==> src/sv/wfm_pkg.sv <==
// ----------------------------------------------------------------------------
// wfm_pkg
// Shared types and constants for the wall-follow motion unit: sensor and
// result transaction formats, configuration set, state and command codes.
// ----------------------------------------------------------------------------
package wfm_pkg;

    localparam int DIST_W  = 10;
    localparam int CODE_W  = 3;
    localparam int CFG_IDX_W = 3;

    // Configuration register indexes
    localparam logic [CFG_IDX_W-1:0] CFG_NEAR_LIMIT = 3'd0;
    localparam logic [CFG_IDX_W-1:0] CFG_OPEN_LIMIT = 3'd1;
    localparam logic [CFG_IDX_W-1:0] CFG_FAST_LIMIT = 3'd2;
    localparam logic [CFG_IDX_W-1:0] CFG_LANE_LOW   = 3'd3;
    localparam logic [CFG_IDX_W-1:0] CFG_LANE_HIGH  = 3'd4;

    // Configuration reset values
    localparam logic [DIST_W-1:0] NEAR_LIMIT_RST = 10'd25;
    localparam logic [DIST_W-1:0] OPEN_LIMIT_RST = 10'd35;
    localparam logic [DIST_W-1:0] FAST_LIMIT_RST = 10'd40;
    localparam logic [DIST_W-1:0] LANE_LOW_RST   = 10'd22;
    localparam logic [DIST_W-1:0] LANE_HIGH_RST  = 10'd23;

    // Wall-situation states
    typedef enum logic [CODE_W-1:0] {
        W_START = 3'd0,
        W_FWD   = 3'd1,
        W_ADJL  = 3'd2,
        W_ADJR  = 3'd3,
        W_FREEL = 3'd4,
        W_FREER = 3'd5,
        W_SPIN  = 3'd6
    } wall_state_t;

    // Motion states (codes track the wall states one to one)
    typedef enum logic [CODE_W-1:0] {
        M_STOP   = 3'd0,
        M_FRONT  = 3'd1,
        M_LEFT   = 3'd2,
        M_RIGHT  = 3'd3,
        M_TURNL  = 3'd4,
        M_TURNR  = 3'd5,
        M_ROTATE = 3'd6
    } move_state_t;

    // Motor commands
    typedef enum logic [CODE_W-1:0] {
        C_STOP  = 3'd0,
        C_FAST  = 3'd1,
        C_SLOW  = 3'd2,
        C_ADJL  = 3'd3,
        C_ADJR  = 3'd4,
        C_SPINL = 3'd5,
        C_SPINR = 3'd6
    } motion_cmd_t;

    typedef struct packed {
        logic [DIST_W-1:0] front_dist;
        logic [DIST_W-1:0] left_dist;
        logic [DIST_W-1:0] right_dist;
    } sample_t;

    typedef struct packed {
        logic [CODE_W-1:0] motion_cmd;
        logic [CODE_W-1:0] wall_mode;
        logic [CODE_W-1:0] move_mode;
    } result_t;

    typedef struct packed {
        logic [DIST_W-1:0] near_limit;
        logic [DIST_W-1:0] open_limit;
        logic [DIST_W-1:0] fast_limit;
        logic [DIST_W-1:0] lane_low;
        logic [DIST_W-1:0] lane_high;
    } cfg_t;

endpackage

==> src/sv/wall_follow_motion_fsm_unit.sv <==
// ----------------------------------------------------------------------------
// wall_follow_motion_fsm_unit
// Wall-following motion controller: one sensor sample in, one motor
// command with the updated wall and motion states out.
// ----------------------------------------------------------------------------
// Path: an accepted sample goes into the input register, then through the
// decision logic into the result register once the result slot is free.
// Throughput: one transaction per cycle while out_stall is low; both states
// update as each sample moves from the input into the result register.
// Reset: states go to start/stop, thresholds to their defaults, pipe empty.
// ----------------------------------------------------------------------------
module wall_follow_motion_fsm_unit (
    input  logic                           clk,
    input  logic                           rst_n,
    input  logic                           cfg_wr_en,
    input  logic [wfm_pkg::CFG_IDX_W-1:0]  cfg_index,
    input  logic [wfm_pkg::DIST_W-1:0]     cfg_data,
    input  logic                           in_valid,
    output logic                           in_stall,
    input  wfm_pkg::sample_t               in_data,
    output logic                           out_valid,
    input  logic                           out_stall,
    output wfm_pkg::result_t               out_data
);
    import wfm_pkg::*;

    cfg_t        cfg;

    logic        in_valid_reg;
    sample_t     sample_reg;
    logic        out_valid_reg;
    result_t     result_reg;
    wall_state_t wall_state_reg;
    move_state_t move_state_reg;

    motion_cmd_t cmd;
    wall_state_t wall_state_next;
    move_state_t move_state_next;
    result_t     result_next;

    logic        out_free;
    logic        advance;
    logic        take_in;

    wfm_cfg_regs u_cfg (
        .clk       (clk),
        .rst_n     (rst_n),
        .cfg_wr_en (cfg_wr_en),
        .cfg_index (cfg_index),
        .cfg_data  (cfg_data),
        .cfg       (cfg)
    );

    wfm_decide u_decide (
        .sample          (sample_reg),
        .cfg             (cfg),
        .wall_state      (wall_state_reg),
        .move_state      (move_state_reg),
        .cmd             (cmd),
        .wall_state_next (wall_state_next),
        .move_state_next (move_state_next)
    );

    // Flow control: result slot frees when empty or being taken
    assign out_free = !out_valid_reg || !out_stall;
    assign advance  = in_valid_reg && out_free;
    assign in_stall = in_valid_reg && !out_free;
    assign take_in  = in_valid && !in_stall;

    assign result_next.motion_cmd = cmd;
    assign result_next.wall_mode  = wall_state_next;
    assign result_next.move_mode  = move_state_next;

    // Control and state registers
    always_ff @(posedge clk or negedge rst_n)
    begin
        if (!rst_n)
        begin
            in_valid_reg   <= 1'b0;
            out_valid_reg  <= 1'b0;
            wall_state_reg <= W_START;
            move_state_reg <= M_STOP;
        end
        else
        begin
            if (take_in)
                in_valid_reg <= 1'b1;
            else if (advance)
                in_valid_reg <= 1'b0;

            if (advance)
                out_valid_reg <= 1'b1;
            else if (!out_stall)
                out_valid_reg <= 1'b0;

            if (advance)
            begin
                wall_state_reg <= wall_state_next;
                move_state_reg <= move_state_next;
            end
        end
    end

    // Payload registers
    always_ff @(posedge clk)
    begin
        if (take_in)
            sample_reg <= in_data;
        if (advance)
            result_reg <= result_next;
    end

    assign out_valid = out_valid_reg;
    assign out_data  = result_reg;

endmodule

==> src/sv/wfm_cfg_regs.sv <==
// ----------------------------------------------------------------------------
// wfm_cfg_regs
// Threshold register file, written through a simple indexed write port.
// Writes to unknown indexes are dropped.
// ----------------------------------------------------------------------------
module wfm_cfg_regs (
    input  logic                           clk,
    input  logic                           rst_n,
    input  logic                           cfg_wr_en,
    input  logic [wfm_pkg::CFG_IDX_W-1:0]  cfg_index,
    input  logic [wfm_pkg::DIST_W-1:0]     cfg_data,
    output wfm_pkg::cfg_t                  cfg
);
    import wfm_pkg::*;

    cfg_t cfg_reg;
    cfg_t cfg_next;

    // Decode the write
    always_comb
    begin
        cfg_next = cfg_reg;
        if (cfg_wr_en)
        begin
            case (cfg_index)
                CFG_NEAR_LIMIT: cfg_next.near_limit = cfg_data;
                CFG_OPEN_LIMIT: cfg_next.open_limit = cfg_data;
                CFG_FAST_LIMIT: cfg_next.fast_limit = cfg_data;
                CFG_LANE_LOW:   cfg_next.lane_low   = cfg_data;
                CFG_LANE_HIGH:  cfg_next.lane_high  = cfg_data;
                default:        cfg_next = cfg_reg;
            endcase
        end
    end

    always_ff @(posedge clk or negedge rst_n)
    begin
        if (!rst_n)
        begin
            cfg_reg.near_limit <= NEAR_LIMIT_RST;
            cfg_reg.open_limit <= OPEN_LIMIT_RST;
            cfg_reg.fast_limit <= FAST_LIMIT_RST;
            cfg_reg.lane_low   <= LANE_LOW_RST;
            cfg_reg.lane_high  <= LANE_HIGH_RST;
        end
        else
        begin
            cfg_reg <= cfg_next;
        end
    end

    assign cfg = cfg_reg;

endmodule

==> src/sv/wfm_decide.sv <==
// ----------------------------------------------------------------------------
// wfm_decide
// Combinational decision logic: motor command from the current motion
// state and sample, next wall and motion states from the states and sample.
// ----------------------------------------------------------------------------
module wfm_decide (
    input  wfm_pkg::sample_t       sample,
    input  wfm_pkg::cfg_t          cfg,
    input  wfm_pkg::wall_state_t   wall_state,
    input  wfm_pkg::move_state_t   move_state,
    output wfm_pkg::motion_cmd_t   cmd,
    output wfm_pkg::wall_state_t   wall_state_next,
    output wfm_pkg::move_state_t   move_state_next
);
    import wfm_pkg::*;

    logic [DIST_W-1:0] f;
    logic [DIST_W-1:0] l;
    logic [DIST_W-1:0] r;

    // Threshold compares
    logic fo;
    logic l_near, r_near;
    logic l_open, r_open;
    logic moving, freed, recov;

    // Lane keeping: in window -> fast, beyond window -> toward, else away
    function automatic motion_cmd_t lane_cmd(
        input logic [DIST_W-1:0] d,
        input logic [DIST_W-1:0] lo,
        input logic [DIST_W-1:0] hi,
        input motion_cmd_t       toward,
        input motion_cmd_t       away
    );
        motion_cmd_t res;
        if (d <= hi && d >= lo)
            res = C_FAST;
        else if (d > hi)
            res = toward;
        else
            res = away;
        return res;
    endfunction

    assign f = sample.front_dist;
    assign l = sample.left_dist;
    assign r = sample.right_dist;

    assign fo     = f > cfg.near_limit;
    assign l_near = l <= cfg.near_limit;
    assign r_near = r <= cfg.near_limit;
    assign l_open = l >= cfg.open_limit;
    assign r_open = r >= cfg.open_limit;

    assign moving = (wall_state == W_FWD) || (wall_state == W_ADJL) ||
                    (wall_state == W_ADJR);
    assign freed  = (wall_state == W_FREEL) || (wall_state == W_FREER);
    assign recov  = freed || (wall_state == W_SPIN);

    // Motor command from the current motion state
    always_comb
    begin
        case (move_state)
            M_STOP:   cmd = C_STOP;
            M_FRONT:  cmd = (f > cfg.fast_limit) ? C_FAST : C_SLOW;
            M_LEFT:   cmd = lane_cmd(l, cfg.lane_low, cfg.lane_high, C_ADJL, C_ADJR);
            M_RIGHT:  cmd = lane_cmd(r, cfg.lane_low, cfg.lane_high, C_ADJR, C_ADJL);
            M_TURNL:  cmd = C_SPINL;
            M_TURNR:  cmd = C_SPINR;
            M_ROTATE: cmd = C_SPINR;
            default:  cmd = C_STOP;
        endcase
    end

    // Wall-situation transitions, first matching rule wins
    always_comb
    begin
        if (wall_state == W_START && fo && !r_near && !l_near)
            wall_state_next = W_FWD;
        else if ((wall_state == W_START || wall_state == W_FWD ||
                  wall_state == W_ADJR) && fo && l_near)
            wall_state_next = W_ADJL;
        else if ((wall_state == W_START || wall_state == W_FWD ||
                  wall_state == W_ADJL) && fo && r_near)
            wall_state_next = W_ADJR;
        else if ((wall_state == W_ADJL || wall_state == W_ADJR) && fo &&
                 (r > cfg.open_limit) && (l > cfg.open_limit))
            wall_state_next = W_FWD;
        else if (moving && !fo && r_near && l_open)
            wall_state_next = W_FREEL;
        else if (moving && !fo && r_open && l_near)
            wall_state_next = W_FREER;
        else if (moving && !fo && r_open && l_open)
            wall_state_next = W_FREER;
        else if (freed && fo && !r_near && !l_near)
            wall_state_next = W_FWD;
        else if (freed && fo && r_near && !l_near)
            wall_state_next = W_ADJR;
        else if (freed && fo && !r_near && l_near)
            wall_state_next = W_ADJL;
        else if (moving && !fo && !r_open && !l_open)
            wall_state_next = W_SPIN;
        else if (recov && fo && !r_near && !l_near)
            wall_state_next = W_FWD;
        else if (recov && fo && r_near && !l_near)
            wall_state_next = W_ADJR;
        else if (recov && fo && !r_near && l_near)
            wall_state_next = W_ADJL;
        else
            wall_state_next = wall_state;
    end

    // Motion state follows the current wall state, holds while at start
    always_comb
    begin
        case (wall_state)
            W_FWD:   move_state_next = M_FRONT;
            W_ADJL:  move_state_next = M_LEFT;
            W_ADJR:  move_state_next = M_RIGHT;
            W_FREEL: move_state_next = M_TURNL;
            W_FREER: move_state_next = M_TURNR;
            W_SPIN:  move_state_next = M_ROTATE;
            default: move_state_next = move_state;
        endcase
    end

endmodule

==> config.mk <==
export PLATFORM = sky130hd
export DESIGN_NAME = wall_follow_motion_fsm_unit
export DESIGN_NICKNAME = d
export VERILOG_FILES = /design/src/sv/wfm_pkg.sv /design/src/sv/wall_follow_motion_fsm_unit.sv /design/src/sv/wfm_cfg_regs.sv /design/src/sv/wfm_decide.sv
export SDC_FILE = /design/constraint.sdc
export NUM_CORES = 1
export LEC_CHECK = 0
export BUFFER_PORTS_ARGS = -buffer_cell sky130_fd_sc_hd__buf_4
export CAP_MARGIN = 10
export CORE_MARGIN = 1.5
export CORE_UTILIZATION = 55
export CTS_BUF_LIST = sky130_fd_sc_hd__clkbuf_16
export CTS_CLUSTER_DIAMETER = 150
export DETAILED_ROUTE_END_ITERATION = 8
export PLACE_DENSITY = 0.75
export SYNTH_ARGS = -nofsm -noshare
export SYNTH_HDL_FRONTEND = slang
export SYNTH_SLANG_ARGS = --single-unit
export TNS_END_PERCENT = 10
==> constraint.sdc <==
create_clock -name clk -period 2.7 [get_ports clk]
set_input_delay 0.405 -clock clk [delete_from_list [all_inputs] [get_ports clk]]
set_output_delay 0.405 -clock clk [all_outputs]
set_load 0.02 [all_outputs]
Word-level counts from Yosys, hierarchy flattened
Index checks and enable logic that the tools add are counted.
{"block": "classes", "n_reduce_logical": 62, "n_lt_le_gt_ge": 14, "mux": 25, "eq_ne": 17}
{"op": "$gt 10x10->1", "count": 6}
{"op": "$mux 3", "count": 18}
{"op": "$ge 10x10->1", "count": 4}
{"op": "$le 10x10->1", "count": 4}
{"op": "$logic_and 1x1->1", "count": 35}
{"op": "$eq 3x3->1 const B", "count": 7}
{"op": "$eq 3x2->1 const B", "count": 6}
{"op": "$pmux 3 s6", "count": 1}
{"op": "$pmux 3 s5", "count": 1}
{"op": "$reduce_and 2->1", "count": 5}
{"op": "$eq 3x1->1 const B", "count": 3}
{"op": "$logic_not 1->1", "count": 9}
{"op": "$logic_or 1x1->1", "count": 9}
{"op": "$logic_not 3->1", "count": 2}
{"op": "$mux 1", "count": 4}
{"op": "$mux 2", "count": 1}
{"op": "$ne 2x1->1 const B", "count": 1}
{"op": "$reduce_bool 2->1", "count": 1}
{"op": "$reduce_or 2->1", "count": 1}
{"block": "totals", "out_inout_bits": 11, "in_bits": 48, "ff_bits": 97, "wordCells": 133}

Depth between registers and ports, before layout
{"block": "logic_depth", "ltp_word": 20, "depth_mapped": 10}

Hierarchy
Synthesis repeated with hierarchy kept, for this count alone.
{"block": "unflattened", "hier_cells": 532, "area_unflattened_um2": 6216.0}
{"mod": "wfm_decide", "cells_each": 363, "n_inst": 1, "area_per_inst_um2": 2787.7}
{"mod": "wfm_cfg_regs", "cells_each": 110, "n_inst": 1, "area_per_inst_um2": 1940.6}
{"mod": "wall_follow_motion_fsm_unit", "cells_each": 59, "n_inst": 1, "area_per_inst_um2": 1487.7}

Least setup slack after synthesis
No wires, ideal clock.
{"block": "synth_path", "path_type": "register -> register", "startpoint": "reg u_cfg.cfg_reg (netlist bit u_cfg.cfg[43])", "endpoint": "reg result_reg (netlist bit out_data[4]) (data pin)", "setup_ns": 0.262, "n_path_buf": 0, "setup_slack_ns": 0.250, "t_required_ns": 2.438, "arrival_time_ns": 2.189, "path_stages_with_launch": 11, "period_less_slack_ns": 2.450, "path_cell_list": "dfstp_2 inv_1 ha_1 a21oi_1 o21ai_1 a2111o_1 a21bo_2 a211o_1 nor2b_1 o211ai_1 nand2_1"}
{"block": "synth_via", "elab_chain_len": 18}
{"item": "from (decl)", "line_no": "wfm_cfg_regs.sv:16", "source": "cfg_t cfg_reg;"}
{"item": "from (signal assigned)", "line_no": "wfm_cfg_regs.sv:48", "source": "cfg_reg <= cfg_next;"}
{"item": "$gt 10x10->1 / $le 10x10->1 (equally long branches)", "line_no": "wfm_decide.sv:49, wfm_decide.sv:51"}
{"item": "$logic_and 1x1->1 / $logic_not 1->1 (equally long branches)"}
{"item": "$logic_and 1x1->1", "line_no": "wfm_decide.sv:103, wfm_decide.sv:107"}
{"item": "$logic_and 1x1->1", "line_no": "wfm_decide.sv:107", "source": "else if (recov && fo && !r_near && l_near)"}
{"item": "$mux 3", "line_no": "wfm_decide.sv:107"}
{"item": "$mux 3", "line_no": "wfm_decide.sv:105", "source": "else if (recov && fo && r_near && !l_near)"}
{"item": "$mux 3", "line_no": "wfm_decide.sv:103", "source": "else if (recov && fo && !r_near && !l_near)"}
{"item": "$mux 3", "line_no": "wfm_decide.sv:101", "source": "else if (moving && !fo && !r_open && !l_open)"}
{"item": "[3 not listed]"}
{"item": "$mux 3", "line_no": "wfm_decide.sv:93", "source": "else if (moving && !fo && r_open && l_open)"}
{"item": "$mux 3", "line_no": "wfm_decide.sv:91", "source": "else if (moving && !fo && r_open && l_near)"}
{"item": "$mux 3", "line_no": "wfm_decide.sv:89", "source": "else if (moving && !fo && r_near && l_open)"}
{"item": "$mux 3", "line_no": "wfm_decide.sv:86", "source": "else if ((wall_state == W_ADJL || wall_state == W_ADJR) && fo &&"}
{"item": "$mux 3", "line_no": "wfm_decide.sv:83", "source": "else if ((wall_state == W_START || wall_state == W_FWD ||"}
{"item": "$mux 3", "line_no": "wfm_decide.sv:80", "source": "else if ((wall_state == W_START || wall_state == W_FWD ||"}
{"item": "$mux 3 *", "line_no": "wfm_decide.sv:78", "source": "if (wall_state == W_START && fo && !r_near && !l_near)"}
{"item": "via u_decide.wall_state_next[1]", "line_no": "wfm_decide.sv:12", "source": "output wfm_pkg::wall_state_t wall_state_next,"}
{"item": "to (signal assigned)", "line_no": "wall_follow_motion_fsm_unit.sv:110", "source": "result_reg <= result_next;"}
{"item": "to (decl)", "line_no": "wall_follow_motion_fsm_unit.sv:32", "source": "result_t result_reg;"}
The timed path passes the listed nets; every way through them passes the cells marked *.
A chain may end at the register's enable or synchronous reset.

Final worst setup path
{"block": "layout_path", "startpoint": "reg u_cfg.cfg_reg (netlist bit u_cfg.cfg[44])", "endpoint": "reg result_reg (netlist bit out_data[4]) (data pin)"}
Same word-level chain as after synthesis.

==> qor.txt <==
run status: finished, violations left
violations in the final reports: negative setup slack
synthesized area per cell: 10.29 um2
peak per-stage delay on the critical path: 510 ps
first-pass GRT wire length: 22.69 mm
Area Overhead vs Synth: 18.41%
maximum fanout count along the critical path: 4
Worst-path clk slew: 70 ps
number of synthesized flops with an enable pin: 39
maximum number of pins on one net before global-route repair: 59
Compound-Gate Fraction of Synth Area: 14.37%
arrival time at the worst endpoint: 2800 ps
achievable frequency: 368.9 MHz
cell-internal power: 3439 uW
flop2flop setup slack: -10 ps
global-route layer with the greatest usage: met2
Core Util, Final: 67.99%
Yosys warning total: 0
worst hold path type: in -> async
nature of the critical path startpoint: flip-flop
starting DRC count in detailed routing: 243
Via Count: 4659
Final min period: 2711 ps
share of synthesized flip-flops with an asynchronous set or reset: 59.79%
Worst Max-Slew Pin Slew: 759.9 ps
leakage power figure: 0.003248 uW
Psw: 1835 uW
most frequent cells in the layout: sky130_fd_sc_hd__ha_1, sky130_fd_sc_hd__buf_4, sky130_fd_sc_hd__nand2_1
average wire length per cell after detail routing: 18.35 um
clock tree root driver cell: sky130_fd_sc_hd__clkbuf_16
hold slack final: 126.6 ps
number of buffers inserted during clock tree synthesis: 9
number of flip-flops in the largest register: 50
worst skew pair latency: 350 ps
clock group share of total power: 23.5%
power per cell area: 744.7 nW/um2
area share of the leading cell type in the synthesized netlist: 20.92%
Worst R2R Start: u_cfg.cfg[44]$_DFFE_PN1P_
dpl cell area: 6660 um2
synthesized-area fraction occupied by and/or/nand/nor cells: 12.32%
largest buffer count on any clock path: 2
area of the die: 11510 um2
layout cells sized above 1: 21.54%
cells along the critical path: inv_1 > ha_1 > nand4_1 > a211oi_1 > a2111o_1 > a21bo_2 > a211o_1 > nor2b_2 > o211ai_1 > nand2_1
worst endpoint required time: 2790 ps
routed via count divided by cell count: 5.824
Die X: 107.3 um
DRT Wirelength: 14.68 mm
pre-CTS WS: -20.17 ps
post-route standard cell area excluding fillers: 7082 um2
count of endpoints failing setup in the final report: 1
Post-Synthesis Net Count: 729
number of rows created at floorplan: 37
count of hold buffers inserted by post-cts repair: 0
primary flip-flop cell chosen by synthesis mapping: sky130_fd_sc_hd__dfrtp_1
initial antenna violation count: 0
library cell occupying the most area in the post-synthesis netlist: sky130_fd_sc_hd__ha_1
total gr overflow: 0
dominant combinational cell family by area after synthesis: adder cells
crit path buf inv count: 1
met1 usage: 33.98%
category of the critical setup timing path: reg -> reg
nets@finish: 807
DRT Pass-1 Iters: 5
multiplexer area fraction after synthesis: 3.368%
gate family responsible for the most delay along the worst path: compound AO/OA/AOI/OAI gates
main area contributors after synthesis: sky130_fd_sc_hd__ha_1, sky130_fd_sc_hd__edfxtp_1, sky130_fd_sc_hd__dfrtp_1, sky130_fd_sc_hd__dfstp_2, sky130_fd_sc_hd__o21ai_0
maxcap violations: 0
CTS tree: yes
cell count of the worst reg-to-reg path: 10
sequential area share after synthesis: 44.16%
critical register-to-register path endpoint: out_data[4]$_DFFE_PP_
gr usage total: 26.36%
max-slew violation total from the final report: 0
initial core utilization: 57.42%
post-synthesis register bit count: 97
half-perimeter wire length after detailed placement: 11.14 mm
Adder-Cell Fraction of Synth Area: 21.11%
antenna cell count: 0
number of H-tree levels: 3
fin worst setup slack: -10.52 ps
routing usage on met2: 44.22%
Max-slew headroom: 49.34%
number of placed I/O pins: 59
xor and xnor fraction of the mapped netlist area: 0.1464%
number of global-route vias before repair: 4564
quantity of I/O buffers inserted on ports: 58
critical-path cell with the highest stage delay: sky130_fd_sc_hd__dfstp_2
worst setup skew after layout: 5.454 ps
portion of total power attributed to combinational logic: 36.6%
die boundary height: 107.3 um
unrepaired setup endpoints after global routing: true
number of distinct standard cells referenced by the synthesized netlist: 53
Final Cycle Share: 100.4%
largest voltage drop on the vdd net: 0.0004235 V
fraction of power consumed by sequential logic: 39.9%
fraction of power spent switching nets: 34.79%
DRT antenna net count: 0
RD Place Congestion: 0.9502
clock sinks: 97
GR met3 Demand/Resource: 3.450%
area of the placeable core: 10420 um2
mapped cell area: 5981 um2
crit end category: flip-flop
commonest non-fill, non-tap cell in the layout: sky130_fd_sc_hd__ha_1
final count of hold timing violations: 0
Mapped Cells: 581
Remaining DRCs: 0
total power: 5274 uW
## layout make-up
type | instances | area (um2)
tap | 136 | 170.2
inverter | 61 | 229.0
fill | 797 | 3334
clock inverter | 7 | 56.30
multi-input combinational | 413 | 3169
sequential | 97 | 2641
timing repair buffer | 77 | 590.6
clock buffer | 9 | 225.2
## worst max-delay path by stage
stage                                    end  depth (start not counted)  slack (ps)                       from
4_1_cts        wall_state_reg[0]$_DFFE_PN0P_                          9         -10    sample_reg[8]$_DFFE_PP_
2_1_floorplan          out_data[4]$_DFFE_PP_                         10         250  u_cfg.cfg[43]$_DFFE_PN1P_
3_5_place_dp           out_data[3]$_DFFE_PP_                          9         -20  u_cfg.cfg[35]$_DFFE_PN1P_
6_report               out_data[4]$_DFFE_PP_                         10         -10  u_cfg.cfg[44]$_DFFE_PN1P_
5_1_grt        wall_state_reg[0]$_DFFE_PN0P_                         10         -90  u_cfg.cfg[43]$_DFFE_PN1P_
3_3_place_gp           out_data[3]$_DFFE_PP_                          9          70  u_cfg.cfg[35]$_DFFE_PN1P_
## synth_stat cells (all sizes together) (8+ instances only)
library cell	count
inv	60
nor2b	8
ha	100
dfrtp	43
nor3	9
a21o	14
nor2	17
nand3	11
nand4	13
clkbuf	9
mux2	17
edfxtp	39
dfstp	15
a21oi	36
nand2b	10
o21ai	59
nand2	69
## power by group through the flow
stage                     clock [uW]  sequential (uW)  combinational, uW
after floorplan                    0             2080               1230
after global placement             0             2110               1680
after detailed placement           0             2120               1760
after CTS                       1250             2100               1790
after global routing            1310             2140               2150
final                           1240             2110               1930
## routing by layer
| metal | vias up | part of all wire (%) |
|---|---|---|
| li1 | 2255 | - |
| met1 | 2212 | 43 |
| met2 | 160 | 50 |
| met3 | 32 | 5.3 |
| met4 | 0 | 2.5 |
| met5 | - | 0 |
## metrics by stage
step / setup TNS (ps) / std cells
after detailed placement: -30.52 / 778
after floorplan: 0 / 581
final: -10.52 / 800
after global routing: -235.8 / 800
after global placement: 0 / 778
after CTS: -9.525 / 794
## kinds of logic after synthesis
group / after synthesis
AOI/OAI and AO/OA: 142
buffers and inverters: 71
muxes: 18
xor gates and xnor gates: 1
and+or+nand+nor: 151
adders and majority gates: 101
DFF: 97
## repair_timing
item,4_1_cts,5_1_grt
hold endpoints to repair,0,0
setup buffers,0,6
pin swaps,0,11
setup endpoints to repair,3,5
gates resized for setup,1,17
(Power assumes the default switching activity.)
